$ cat config.mk
export PLATFORM = sky130hd
export DESIGN_NAME = fixed_block_pool_allocator
export DESIGN_NICKNAME = d
export VERILOG_FILES = /design/src/sv/fbpa_pkg.sv /design/src/sv/fixed_block_pool_allocator.sv /design/src/sv/fbpa_divider.sv /design/src/sv/fbpa_stack.sv
export SDC_FILE = /design/constraint.sdc
export NUM_CORES = 2
export LEC_CHECK = 0
export BUFFER_PORTS_ARGS = -buffer_cell sky130_fd_sc_hd__buf_4
export CORE_MARGIN = 5
export CORE_UTILIZATION = 50
export DETAILED_ROUTE_END_ITERATION = 6
export GPL_ROUTABILITY_DRIVEN = 0
export PLACE_DENSITY = 0.72
export SYNTH_ARGS = -nofsm -noshare
export SYNTH_HDL_FRONTEND = slang
export SYNTH_HIERARCHICAL = 1
export SYNTH_SLANG_ARGS = --single-unit
$ cat constraint.sdc
create_clock -name clk -period 11.6 [get_ports clk]
set_input_delay 0.58 -clock clk [delete_from_list [all_inputs] [get_ports clk]]
set_output_delay 0.58 -clock clk [all_outputs]
set_load 0.005 [all_outputs]
$ cat src/sv/fbpa_pkg.sv
// Shared types and constants of the fixed block pool allocator.
`timescale 1ns / 1ps
`default_nettype none
package fbpa_pkg;

    localparam int ADDR_W   = 32;
    localparam int SIZE_W   = 17;
    localparam int POS_W    = 9;
    localparam int STAT_W   = 3;
    localparam int DIV_STEPS = 32;
    localparam int DIV_CNT_W = 6;
    localparam int OUT_W    = 120;

    localparam logic [SIZE_W-1:0] SIZE_MAX = 17'd65536;
    localparam logic [SIZE_W-1:0] SIZE_MIN = 17'd1;
    localparam logic [POS_W-1:0]  POS_ALL  = 9'h1FF;

    localparam logic [STAT_W-1:0] ST_OK      = 3'd0;
    localparam logic [STAT_W-1:0] ST_EMPTY   = 3'd1;
    localparam logic [STAT_W-1:0] ST_NULL    = 3'd2;
    localparam logic [STAT_W-1:0] ST_INVALID = 3'd3;
    localparam logic [STAT_W-1:0] ST_FULL    = 3'd4;

    localparam logic MODE_ALLOC = 1'b0;
    localparam logic MODE_FREE  = 1'b1;

    localparam logic [1:0] REG_BASE  = 2'd0;
    localparam logic [1:0] REG_SIZE  = 2'd1;
    localparam logic [1:0] REG_COUNT = 2'd2;

    typedef struct packed {
        logic             pop;
        logic             push;
        logic             init;
        logic [POS_W-1:0] pos;
        logic [POS_W-1:0] wdata;
    } stk_req_t;

    typedef struct packed {
        logic              done;
        logic [ADDR_W-1:0] quotient;
        logic [SIZE_W-1:0] remainder;
    } div_res_t;

endpackage
`default_nettype wire

$ cat src/sv/fixed_block_pool_allocator.sv
// Top level of the fixed block pool allocator: registers, sequencer, output stage.
// The result turns valid in the same cycle the input turns ready again. An allocate
// runs stack read, index times block size, add of the base and output load; a free
// of a nonzero address runs start, the radix-2 divider that works out offset / block
// size one quotient bit per cycle over 32 steps, the check and output load; a free of
// address zero or an allocate on an empty pool goes straight to output load. One item
// is in work at a time and the input is ready only between items. The result sits in
// an output register, so the next item is taken while a result waits. Any write to
// one of the three registers returns the pool to its reset contents at once: all
// blocks free, counters cleared; no clearing pass runs after reset.
`timescale 1ns / 1ps
`default_nettype none
module fixed_block_pool_allocator
#(
    parameter int CAPACITY = 256
)
(
    input  wire logic          clk,
    input  wire logic          rst_n,
    input  wire logic          s_axis_tvalid,
    output logic               s_axis_tready,
    input  wire logic [31:0]   s_axis_tdata,   // free_address
    input  wire logic          s_axis_tuser,   // mode
    output logic               m_axis_tvalid,
    input  wire logic          m_axis_tready,
    // status[2:0], block_address[34:3], in_use_count[43:35], highest_in_use[52:44],
    // total_allocations[84:53], total_frees[116:85], zero fill[119:117]
    output logic [119:0]       m_axis_tdata,
    input  wire logic          psel,
    input  wire logic          penable,
    input  wire logic          pwrite,
    input  wire logic [3:0]    paddr,
    input  wire logic [31:0]   pwdata,
    output logic [31:0]        prdata,
    output logic               pready
);

    localparam int MAX_COUNT = (CAPACITY < 511) ? CAPACITY : 511;
    localparam int AW        = (MAX_COUNT > 1) ? $clog2(MAX_COUNT) : 1;
    localparam logic [fbpa_pkg::POS_W-1:0] MAX_COUNT_W = fbpa_pkg::POS_W'(MAX_COUNT);

    typedef enum logic [2:0] {
        S_IDLE,
        S_MUL,
        S_ADD,
        S_DIV,
        S_FINISH
    } state_t;

    state_t                             state_reg, state_next;
    logic [fbpa_pkg::ADDR_W-1:0]        base_reg, base_next;
    logic [fbpa_pkg::SIZE_W-1:0]        size_reg, size_next;
    logic [fbpa_pkg::POS_W-1:0]         count_reg, count_next;
    logic [fbpa_pkg::POS_W-1:0]         top_reg, top_next;
    logic [fbpa_pkg::POS_W-1:0]         in_use_reg, in_use_next;
    logic [fbpa_pkg::POS_W-1:0]         highest_reg, highest_next;
    logic [fbpa_pkg::ADDR_W-1:0]        alloc_total_reg, alloc_total_next;
    logic [fbpa_pkg::ADDR_W-1:0]        free_total_reg, free_total_next;
    logic [fbpa_pkg::STAT_W-1:0]        status_reg, status_next;
    logic [fbpa_pkg::ADDR_W-1:0]        res_addr_reg, res_addr_next;
    logic [fbpa_pkg::POS_W+fbpa_pkg::SIZE_W-1:0] prod_reg, prod_next;
    logic                               out_valid_reg, out_valid_next;
    logic [fbpa_pkg::OUT_W-1:0]         out_data_reg, out_data_next;

    logic [fbpa_pkg::SIZE_W-1:0]        eff_size;
    logic [fbpa_pkg::POS_W-1:0]         eff_count;
    logic [fbpa_pkg::POS_W-1:0]         new_count;
    logic [fbpa_pkg::POS_W-1:0]         new_eff_count;
    logic [fbpa_pkg::POS_W-1:0]         in_use_inc;
    logic [1:0]                         reg_idx;
    logic                               cfg_wr;
    logic                               cfg_hit;
    logic                               div_start;
    logic [fbpa_pkg::ADDR_W-1:0]        div_dividend;
    fbpa_pkg::div_res_t                 div_res;
    fbpa_pkg::stk_req_t                 stk_req;
    logic [fbpa_pkg::POS_W-1:0]         stk_rdata;

    fbpa_divider u_div
    (
        .clk      (clk),
        .rst_n    (rst_n),
        .start    (div_start),
        .dividend (div_dividend),
        .divisor  (eff_size),
        .res      (div_res)
    );

    fbpa_stack
    #(
        .DEPTH (MAX_COUNT),
        .AW    (AW)
    )
    u_stack
    (
        .clk   (clk),
        .rst_n (rst_n),
        .req   (stk_req),
        .rdata (stk_rdata)
    );

    assign reg_idx = paddr[3:2];
    assign cfg_wr  = psel && penable && pwrite && pready;
    assign cfg_hit = (reg_idx == fbpa_pkg::REG_BASE) || (reg_idx == fbpa_pkg::REG_SIZE)
                     || (reg_idx == fbpa_pkg::REG_COUNT);
    assign pready  = 1'b1;

    always_comb
    begin
        case (reg_idx)
            fbpa_pkg::REG_BASE:  prdata = base_reg;
            fbpa_pkg::REG_SIZE:  prdata = 32'(size_reg);
            fbpa_pkg::REG_COUNT: prdata = 32'(count_reg);
            default:             prdata = '0;
        endcase
    end

    always_comb
    begin
        if (size_reg == '0)
        begin
            eff_size = fbpa_pkg::SIZE_MIN;
        end
        else if (size_reg > fbpa_pkg::SIZE_MAX)
        begin
            eff_size = fbpa_pkg::SIZE_MAX;
        end
        else
        begin
            eff_size = size_reg;
        end
    end

    always_comb
    begin
        if (count_reg == '0)
        begin
            eff_count = fbpa_pkg::POS_W'(1);
        end
        else if (count_reg > MAX_COUNT_W)
        begin
            eff_count = MAX_COUNT_W;
        end
        else
        begin
            eff_count = count_reg;
        end
    end

    always_comb
    begin
        if (new_count == '0)
        begin
            new_eff_count = fbpa_pkg::POS_W'(1);
        end
        else if (new_count > MAX_COUNT_W)
        begin
            new_eff_count = MAX_COUNT_W;
        end
        else
        begin
            new_eff_count = new_count;
        end
    end

    assign in_use_inc    = in_use_reg + 1'b1;
    assign s_axis_tready = (state_reg == S_IDLE);
    assign div_dividend  = s_axis_tdata - base_reg;
    assign m_axis_tvalid = out_valid_reg;
    assign m_axis_tdata  = out_data_reg;

    always_comb
    begin
        state_next       = state_reg;
        base_next        = base_reg;
        size_next        = size_reg;
        count_next       = count_reg;
        top_next         = top_reg;
        in_use_next      = in_use_reg;
        highest_next     = highest_reg;
        alloc_total_next = alloc_total_reg;
        free_total_next  = free_total_reg;
        status_next      = status_reg;
        res_addr_next    = res_addr_reg;
        prod_next        = prod_reg;
        out_valid_next   = out_valid_reg;
        out_data_next    = out_data_reg;
        new_count        = count_reg;
        div_start        = 1'b0;
        stk_req          = '0;

        if (out_valid_reg && m_axis_tready)
        begin
            out_valid_next = 1'b0;
        end

        case (state_reg)
            S_IDLE:
            begin
                if (s_axis_tvalid)
                begin
                    res_addr_next = '0;
                    status_next   = fbpa_pkg::ST_OK;
                    if (s_axis_tuser == fbpa_pkg::MODE_ALLOC)
                    begin
                        if (top_reg == '0)
                        begin
                            status_next = fbpa_pkg::ST_EMPTY;
                            state_next  = S_FINISH;
                        end
                        else
                        begin
                            stk_req.pop = 1'b1;
                            stk_req.pos = top_reg - 1'b1;
                            state_next  = S_MUL;
                        end
                    end
                    else if (s_axis_tdata == '0)
                    begin
                        status_next = fbpa_pkg::ST_NULL;
                        state_next  = S_FINISH;
                    end
                    else
                    begin
                        div_start  = 1'b1;
                        state_next = S_DIV;
                    end
                end
            end
            S_MUL:
            begin
                prod_next  = stk_rdata * eff_size;
                top_next   = top_reg - 1'b1;
                state_next = S_ADD;
            end
            S_ADD:
            begin
                res_addr_next    = base_reg + 32'(prod_reg);
                alloc_total_next = alloc_total_reg + 1'b1;
                in_use_next      = in_use_inc;
                if (in_use_inc > highest_reg)
                begin
                    highest_next = in_use_inc;
                end
                state_next = S_FINISH;
            end
            S_DIV:
            begin
                if (div_res.done)
                begin
                    if ((div_res.quotient >= 32'(eff_count)) || (div_res.remainder != '0))
                    begin
                        status_next = fbpa_pkg::ST_INVALID;
                    end
                    else if (top_reg >= eff_count)
                    begin
                        status_next = fbpa_pkg::ST_FULL;
                    end
                    else
                    begin
                        stk_req.push    = 1'b1;
                        stk_req.pos     = top_reg;
                        stk_req.wdata   = div_res.quotient[fbpa_pkg::POS_W-1:0];
                        top_next        = top_reg + 1'b1;
                        free_total_next = free_total_reg + 1'b1;
                        if (in_use_reg != '0)
                        begin
                            in_use_next = in_use_reg - 1'b1;
                        end
                    end
                    state_next = S_FINISH;
                end
            end
            S_FINISH:
            begin
                if (!out_valid_reg || m_axis_tready)
                begin
                    out_valid_next = 1'b1;
                    out_data_next  = {3'b000, free_total_reg, alloc_total_reg, highest_reg,
                                      in_use_reg, res_addr_reg, status_reg};
                    state_next     = S_IDLE;
                end
            end
            default:
            begin
                state_next = S_IDLE;
            end
        endcase

        if (cfg_wr && cfg_hit)
        begin
            case (reg_idx)
                fbpa_pkg::REG_BASE:  base_next = pwdata;
                fbpa_pkg::REG_SIZE:  size_next = pwdata[fbpa_pkg::SIZE_W-1:0];
                fbpa_pkg::REG_COUNT:
                begin
                    count_next = pwdata[fbpa_pkg::POS_W-1:0];
                    new_count  = pwdata[fbpa_pkg::POS_W-1:0];
                end
                default:             base_next = base_reg;
            endcase
            stk_req.init     = 1'b1;
            top_next         = new_eff_count;
            in_use_next      = '0;
            highest_next     = '0;
            alloc_total_next = '0;
            free_total_next  = '0;
        end
    end

    always_ff @(posedge clk or negedge rst_n)
    begin
        if (!rst_n)
        begin
            state_reg       <= S_IDLE;
            base_reg        <= '0;
            size_reg        <= 17'd16;
            count_reg       <= 9'd256;
            top_reg         <= (MAX_COUNT_W < 9'd256) ? MAX_COUNT_W : 9'd256;
            in_use_reg      <= '0;
            highest_reg     <= '0;
            alloc_total_reg <= '0;
            free_total_reg  <= '0;
            status_reg      <= fbpa_pkg::ST_OK;
            out_valid_reg   <= 1'b0;
        end
        else
        begin
            state_reg       <= state_next;
            base_reg        <= base_next;
            size_reg        <= size_next;
            count_reg       <= count_next;
            top_reg         <= top_next;
            in_use_reg      <= in_use_next;
            highest_reg     <= highest_next;
            alloc_total_reg <= alloc_total_next;
            free_total_reg  <= free_total_next;
            status_reg      <= status_next;
            out_valid_reg   <= out_valid_next;
        end
    end

    always_ff @(posedge clk)
    begin
        res_addr_reg <= res_addr_next;
        prod_reg     <= prod_next;
        out_data_reg <= out_data_next;
    end

endmodule
`default_nettype wire

$ cat src/sv/fbpa_divider.sv
// Radix-2 restoring divider, one quotient bit per cycle.
`timescale 1ns / 1ps
`default_nettype none
module fbpa_divider
(
    input  wire logic                          clk,
    input  wire logic                          rst_n,
    input  wire logic                          start,
    input  wire logic [fbpa_pkg::ADDR_W-1:0]   dividend,
    input  wire logic [fbpa_pkg::SIZE_W-1:0]   divisor,
    output fbpa_pkg::div_res_t                 res
);

    logic                             busy_reg, busy_next;
    logic                             done_reg, done_next;
    logic [fbpa_pkg::DIV_CNT_W-1:0]   cnt_reg, cnt_next;
    logic [fbpa_pkg::SIZE_W-1:0]      rem_reg, rem_next;
    logic [fbpa_pkg::ADDR_W-1:0]      quo_reg, quo_next;
    logic [fbpa_pkg::SIZE_W-1:0]      dsr_reg, dsr_next;
    logic [fbpa_pkg::SIZE_W:0]        shifted;
    logic [fbpa_pkg::SIZE_W+1:0]      trial;

    assign shifted = {rem_reg, quo_reg[fbpa_pkg::ADDR_W-1]};
    assign trial   = {1'b0, shifted} - {2'b00, dsr_reg};

    always_comb
    begin
        busy_next = busy_reg;
        done_next = 1'b0;
        cnt_next  = cnt_reg;
        rem_next  = rem_reg;
        quo_next  = quo_reg;
        dsr_next  = dsr_reg;
        if (start)
        begin
            busy_next = 1'b1;
            cnt_next  = fbpa_pkg::DIV_CNT_W'(fbpa_pkg::DIV_STEPS);
            rem_next  = '0;
            quo_next  = dividend;
            dsr_next  = divisor;
        end
        else if (busy_reg)
        begin
            if (trial[fbpa_pkg::SIZE_W+1])
            begin
                rem_next = shifted[fbpa_pkg::SIZE_W-1:0];
            end
            else
            begin
                rem_next = trial[fbpa_pkg::SIZE_W-1:0];
            end
            quo_next = {quo_reg[fbpa_pkg::ADDR_W-2:0], ~trial[fbpa_pkg::SIZE_W+1]};
            cnt_next = cnt_reg - 1'b1;
            if (cnt_reg == fbpa_pkg::DIV_CNT_W'(1))
            begin
                busy_next = 1'b0;
                done_next = 1'b1;
            end
        end
    end

    always_ff @(posedge clk or negedge rst_n)
    begin
        if (!rst_n)
        begin
            busy_reg <= 1'b0;
            done_reg <= 1'b0;
            cnt_reg  <= '0;
        end
        else
        begin
            busy_reg <= busy_next;
            done_reg <= done_next;
            cnt_reg  <= cnt_next;
        end
    end

    always_ff @(posedge clk)
    begin
        rem_reg <= rem_next;
        quo_reg <= quo_next;
        dsr_reg <= dsr_next;
    end

    assign res.done      = done_reg;
    assign res.quotient  = quo_reg;
    assign res.remainder = rem_reg;

endmodule
`default_nettype wire

$ cat src/sv/fbpa_stack.sv
// Free index stack: memory plus a low-water mark for never-written entries.
`timescale 1ns / 1ps
`default_nettype none
module fbpa_stack
#(
    parameter int DEPTH = 256,
    parameter int AW    = 8
)
(
    input  wire logic                          clk,
    input  wire logic                          rst_n,
    input  wire fbpa_pkg::stk_req_t            req,
    output logic [fbpa_pkg::POS_W-1:0]         rdata
);

    logic [AW-1:0]                  mem [DEPTH];
    logic [AW-1:0]                  q_reg;
    logic [fbpa_pkg::POS_W-1:0]     pos_reg;
    logic                           fresh_reg;
    logic [fbpa_pkg::POS_W-1:0]     lw_reg, lw_next;
    logic                           fresh;

    assign fresh = req.pos < lw_reg;

    always_comb
    begin
        lw_next = lw_reg;
        if (req.init)
        begin
            lw_next = fbpa_pkg::POS_ALL;
        end
        else if (req.pop && fresh)
        begin
            lw_next = req.pos;
        end
    end

    always_ff @(posedge clk or negedge rst_n)
    begin
        if (!rst_n)
        begin
            lw_reg    <= fbpa_pkg::POS_ALL;
            fresh_reg <= 1'b0;
        end
        else
        begin
            lw_reg <= lw_next;
            if (req.pop)
            begin
                fresh_reg <= fresh;
            end
        end
    end

    always_ff @(posedge clk)
    begin
        if (req.push)
        begin
            mem[req.pos[AW-1:0]] <= req.wdata[AW-1:0];
        end
        if (req.pop)
        begin
            q_reg   <= mem[req.pos[AW-1:0]];
            pos_reg <= req.pos;
        end
    end

    assign rdata = fresh_reg ? pos_reg : fbpa_pkg::POS_W'(q_reg);

endmodule
`default_nettype wire
== Word level (Yosys, flattened, before mapping) ==
Memories as Yosys holds them, arrays and structs flattened. A register that Yosys moved wholly into a read port is not among the register bits.
Cells that the tools add are included.
Storage, ports and cells
  word-level logic and storage cells: 186
  memories: 1
  memory bits (writable): 2048
  flip-flop bits (word level): 424
  output and inout bits: 155
Operators by class
  reduce and logical (&&, ||, !) cells: 39
  equality and inequality tests: 17
  muxes and demuxes: 87
  $lt $le $gt $ge: 7
  multiply operators: 1
  add/subtract/negate cells: 10
  bitwise logic cells: 1
Memories
  u_stack.mem: depth 256, width 8, rd ports 1, clocked after memory_dff 1, write ports 1, line fbpa_stack.sv:16  | logic [AW-1:0] mem [DEPTH];
Operators with widths (count)
  32-bit 2-to-1 mux: 10
  9-bit 2-to-1 mux: 24
  32-bit case mux with 3 select lines: 1
  32-bit by 1-bit adder with 32-bit output (second input constant): 2
  32-bit case mux with 2 select lines: 1
  18-bit 2-to-1 mux: 3
  9-bit case mux with 2 select lines: 3
  17-bit 2-to-1 mux: 3
  3-bit 2-to-1 mux: 11
  32-bit by 26-bit adder with 32-bit output: 1
  32-bit by 9-bit >= comparator with 1-bit output: 1
  32-bit logical NOT: 1
  32-bit subtractor: 1
  9-bit logical NOT: 3
  9-bit by 17-bit multiplier with 26-bit output: 1
  1-bit 2-to-1 mux: 25
  18-bit by 17-bit subtractor with 19-bit output: 1
  9-bit by 1-bit adder with 9-bit output (second input constant): 2
  9-bit > comparator (second input constant): 2
  9-bit by 1-bit subtractor with 9-bit output (second input constant): 2
  17-bit > comparator (second input constant): 1
  17-bit logical NOT: 1
  17-bit nonzero test: 1
  2-bit nonzero test: 8
  31 further kinds: 53

== Longest topological paths before layout ==
  depth in word-level cells: 12
  mapped depth: 25
  mapped depth without buffers: 24

== Modules after synthesis ==
The synthesis kept the hierarchy.
Modules (own cells, without submodules)
  fbpa_stack: cells each 3630, sequential area each 62271.0 um^2, area each 79480.0 um^2, instances 1
  fixed_block_pool_allocator: cells each 2283, sequential area each 9162.5 um^2, area each 22550.4 um^2, instances 1
  fbpa_divider: cells each 359, sequential area each 2011.9 um^2, area each 4067.7 um^2, instances 1

== Worst setup path before layout ==
No wires, ideal clock.
  path type: register to register
  start: register count_reg[8] (netlist bit)
  end: memory u_stack.mem[0][0] (data pin)
  setup slack: 1.986 ns
  required time: 10.208 ns
  setup time: 1.392 ns
  data arrival time: 8.222 ns
  cell stages (with the launch flop): 11
  path through: dfstp_2 -> clkinv_1 -> nand2_1 -> ha_1 -> a21o_1 -> a21o_1 -> a21o_1 -> a2111oi_4 -> o211a_1 -> nand3_1 -> nor2_1
RTL lines
  from (decl): line fixed_block_pool_allocator.sv:53  | logic [fbpa_pkg::POS_W-1:0] count_reg, count_next;
  from (signal assigned): line fixed_block_pool_allocator.sv:332  | count_reg <= count_next;
  to (decl): line fbpa_stack.sv:16

==> reports/qor.yml <==
timing:
  min_period_ns: 8.07
  drv_slew: 0
  worstMarginPinSlew_ns: 1.42
  fin_crit_sh_pct: 69.6
  finalSetupTns_ns: 0
  relSlewSlack_pct: 4.55
  rsz0062_at_grt: "false"
  skew_ns: 0.103
  setup-violations-final: 0
  hold_violations: 0
  max_freq_mhz: 124
floorplan:
  fp.dieH_um: 471
  die_w_um: 471
  core_area_um2: 212000
  ios: 231
  rows: 169
  die-area_um2: 221000
  start_util_pct: 50.1
power:
  p_clk_share_pct: 33.0
  p_leak_nw: 35.9
  power_density_nw_per_um2: 208
  p_comb_share_pct: 23.9
  p_switching_mw: 7.42
  p_int_mw: 17.4
  p_seq_share_pct: 43.1
  irDropWorstVdd_mv: 0.167
  switching_share_pct: 29.9
setup_path:
  worstReg2RegStart: "count_reg[8]"
  crit_type: "reg -> reg"
  worstSetupEndpointType: "flop"
  crit_end: "u_stack/q_reg[0]"
  timing.rr.end: "u_stack/q_reg[0]"
  crit_fanout: 140
  worstPathRequired_ns: 12.20
  startpoint: "count_reg[8]"
  r2r_cells: 18
  cp.arrival_ns: 8.67
  start_kind: "flop"
  reg2reg_slack_ns: 3.53
synthesis:
  syn_area_um2: 106000
  syn_area_per_cell_um2: 16.9
  yosys_warnings: 6
  netlist_instances: 6271
detailed_routing:
  drt_iter0_markers: 6658
  drc: 0
  wl_per_cell_um: 26.7
  totalWireLength_um: 255000
  avgViaCountPerCell: 6.21
  ant_nets: 0
  num_vias: 59339
  dr.pass1.iters: 6
min_path:
  hp-class: "in -> reg"
  hold_path_depth: 2
cells_and_area:
  layout.nets: 6869
  drive_gt1_share_pct: 20.2
  post-route-util_pct: 56.5
  largest_register_ffs: 2048
  fillers: 15574
  syn2layout_area_growth_pct: 12.7
global_route:
  grt_max_degree: 225
  antenna_found_initial: 4
  grt-ovfl-total: 0
  grt_use_total_pct: 22.7
  grt_pass1_vias: 59565
  grt_first_pass_wirelength_um: 382000
clock_tree:
  cts.sink_count: 2480
  path_clk_slew_ns: 0.07
  cts_buffer_depth: 3
  ctsHoldBuffers: 33
  cts_buffers: 236
  cts.repair.resized: 0
  cts_tree: "done"
  cts-root-buf: "clkbuf_16"
  htree_levels: 4
  clkLatencyLatePin_ns: 0.92
  post-cts-setup-buffers: 0
run:
  cap_viol_max_count: 0
run_status:
  run_status: "finished, final reports clean"
placement:
  dpl.hpwl_um: 156000
  port_buffers: 224
==> critical path: stages, from the launching register on <==
cell and delay [ns]:
dfstp_2 0.56, clkinv_1 0.25, nand2_1 0.20, ha_1 0.26, a21o_1 0.16, a21o_1 0.17
a21o_1 0.21, a2111oi_4 0.46, o211a_1 0.30, nand3_1 0.52, o22ai_4 0.27, buf_4 0.38
buf_12 0.56, buf_4 0.78, mux4_2 0.44, a22oi_1 0.33, a21oi_1 0.22, o41ai_1 1.18
nand4_1 0.22
==> how the worst min path moves through the flow <==
| stage | startpoint | slack [ns] | to |
|---|---|---|---|
| after floorplan | rst_n | 0.28 | alloc_total_reg[0] |
| after global placement | res_addr_reg[28] | 0.40 | m_axis_tdata[31] |
| after detailed placement | res_addr_reg[7] | 0.40 | m_axis_tdata[10] |
| after CTS | pwdata[0] | 0.003 | size_reg[0] |
| after global routing | pwdata[0] | 0.04 | size_reg[0] |
| final | pwdata[0] | 0.07 | size_reg[0] |
==> layout by cell type (no fill, tap or decap), types with 34 or more instances in the layout <==
cell       instances
a21o_1            45
a21oi_1          259
a22oi_1          257
mux2_2            70
clkinv_1          45
nand2b_1          34
xor2_1            47
buf_4            323
nor2b_1           35
nand4_1           50
nand2_1          267
nor3_1           102
nor2_1           393
edfxtp_1        2289
and2_1           102
mux4_2           512
clkbuf_16        237
o41ai_1           40
clkbuf_1          37
dfrtp_1          162
o21ai_0          125
bufinv_16         43
nand3_1           89
ha_1             164
inv_1            246
xnor2_1           60
fa_1             109
clkinv_2          42
==> power groups by stage <==
stage	registers, mW	clock network, mW	logic (mW)
detailed placement	10.9	0	5.86
global placement	10.9	0	5.74
finish	10.7	8.19	5.93
global route	10.7	8.72	6.55
floorplan	10.7	0	4.27
CTS	10.7	8.32	5.90
==> through the flow <==
stage               worst slack (ns)  area, µm²  hold WS, ns  cells  total power [mW]
detailed placement              3.68     111000        0.405   9070              16.7
global route                    3.14     120000       0.0361   9556              26.0
finish                          3.53     120000       0.0677   9558              24.8
CTS                             3.72     120000      0.00282   9553              24.9
global placement                3.77     111000        0.402   9070              16.6
floorplan                       1.99     106000        0.284   6273              15.0
==> routing by layer <==
layer / vias up / wire length, µm / global-route usage, %
met4: 4 / 8870 / 7.77
met2: 3056 / 121000 / 35.6
met3: 488 / 25100 / 4.94
met5: - / 27 / 0
li1: 25254 / - / -
met1: 30537 / 100000 / 31.8
==> final cells by class <==
class / instances / area [µm²] / share of cell area, %
timing repair buffer: 365 / 2930 / 2.45
multi-input combinational: 3188 / 30300 / 25.3
antenna: 5 / 12.5 / 0.0105
clock inverter: 174 / 2340 / 1.96
clock buffer: 276 / 6100 / 5.10
inverter: 249 / 935 / 0.782
sequential: 2480 / 73400 / 61.4
tap: 2821 / 3530 / 2.95
Power figures use the tool's default switching activity.
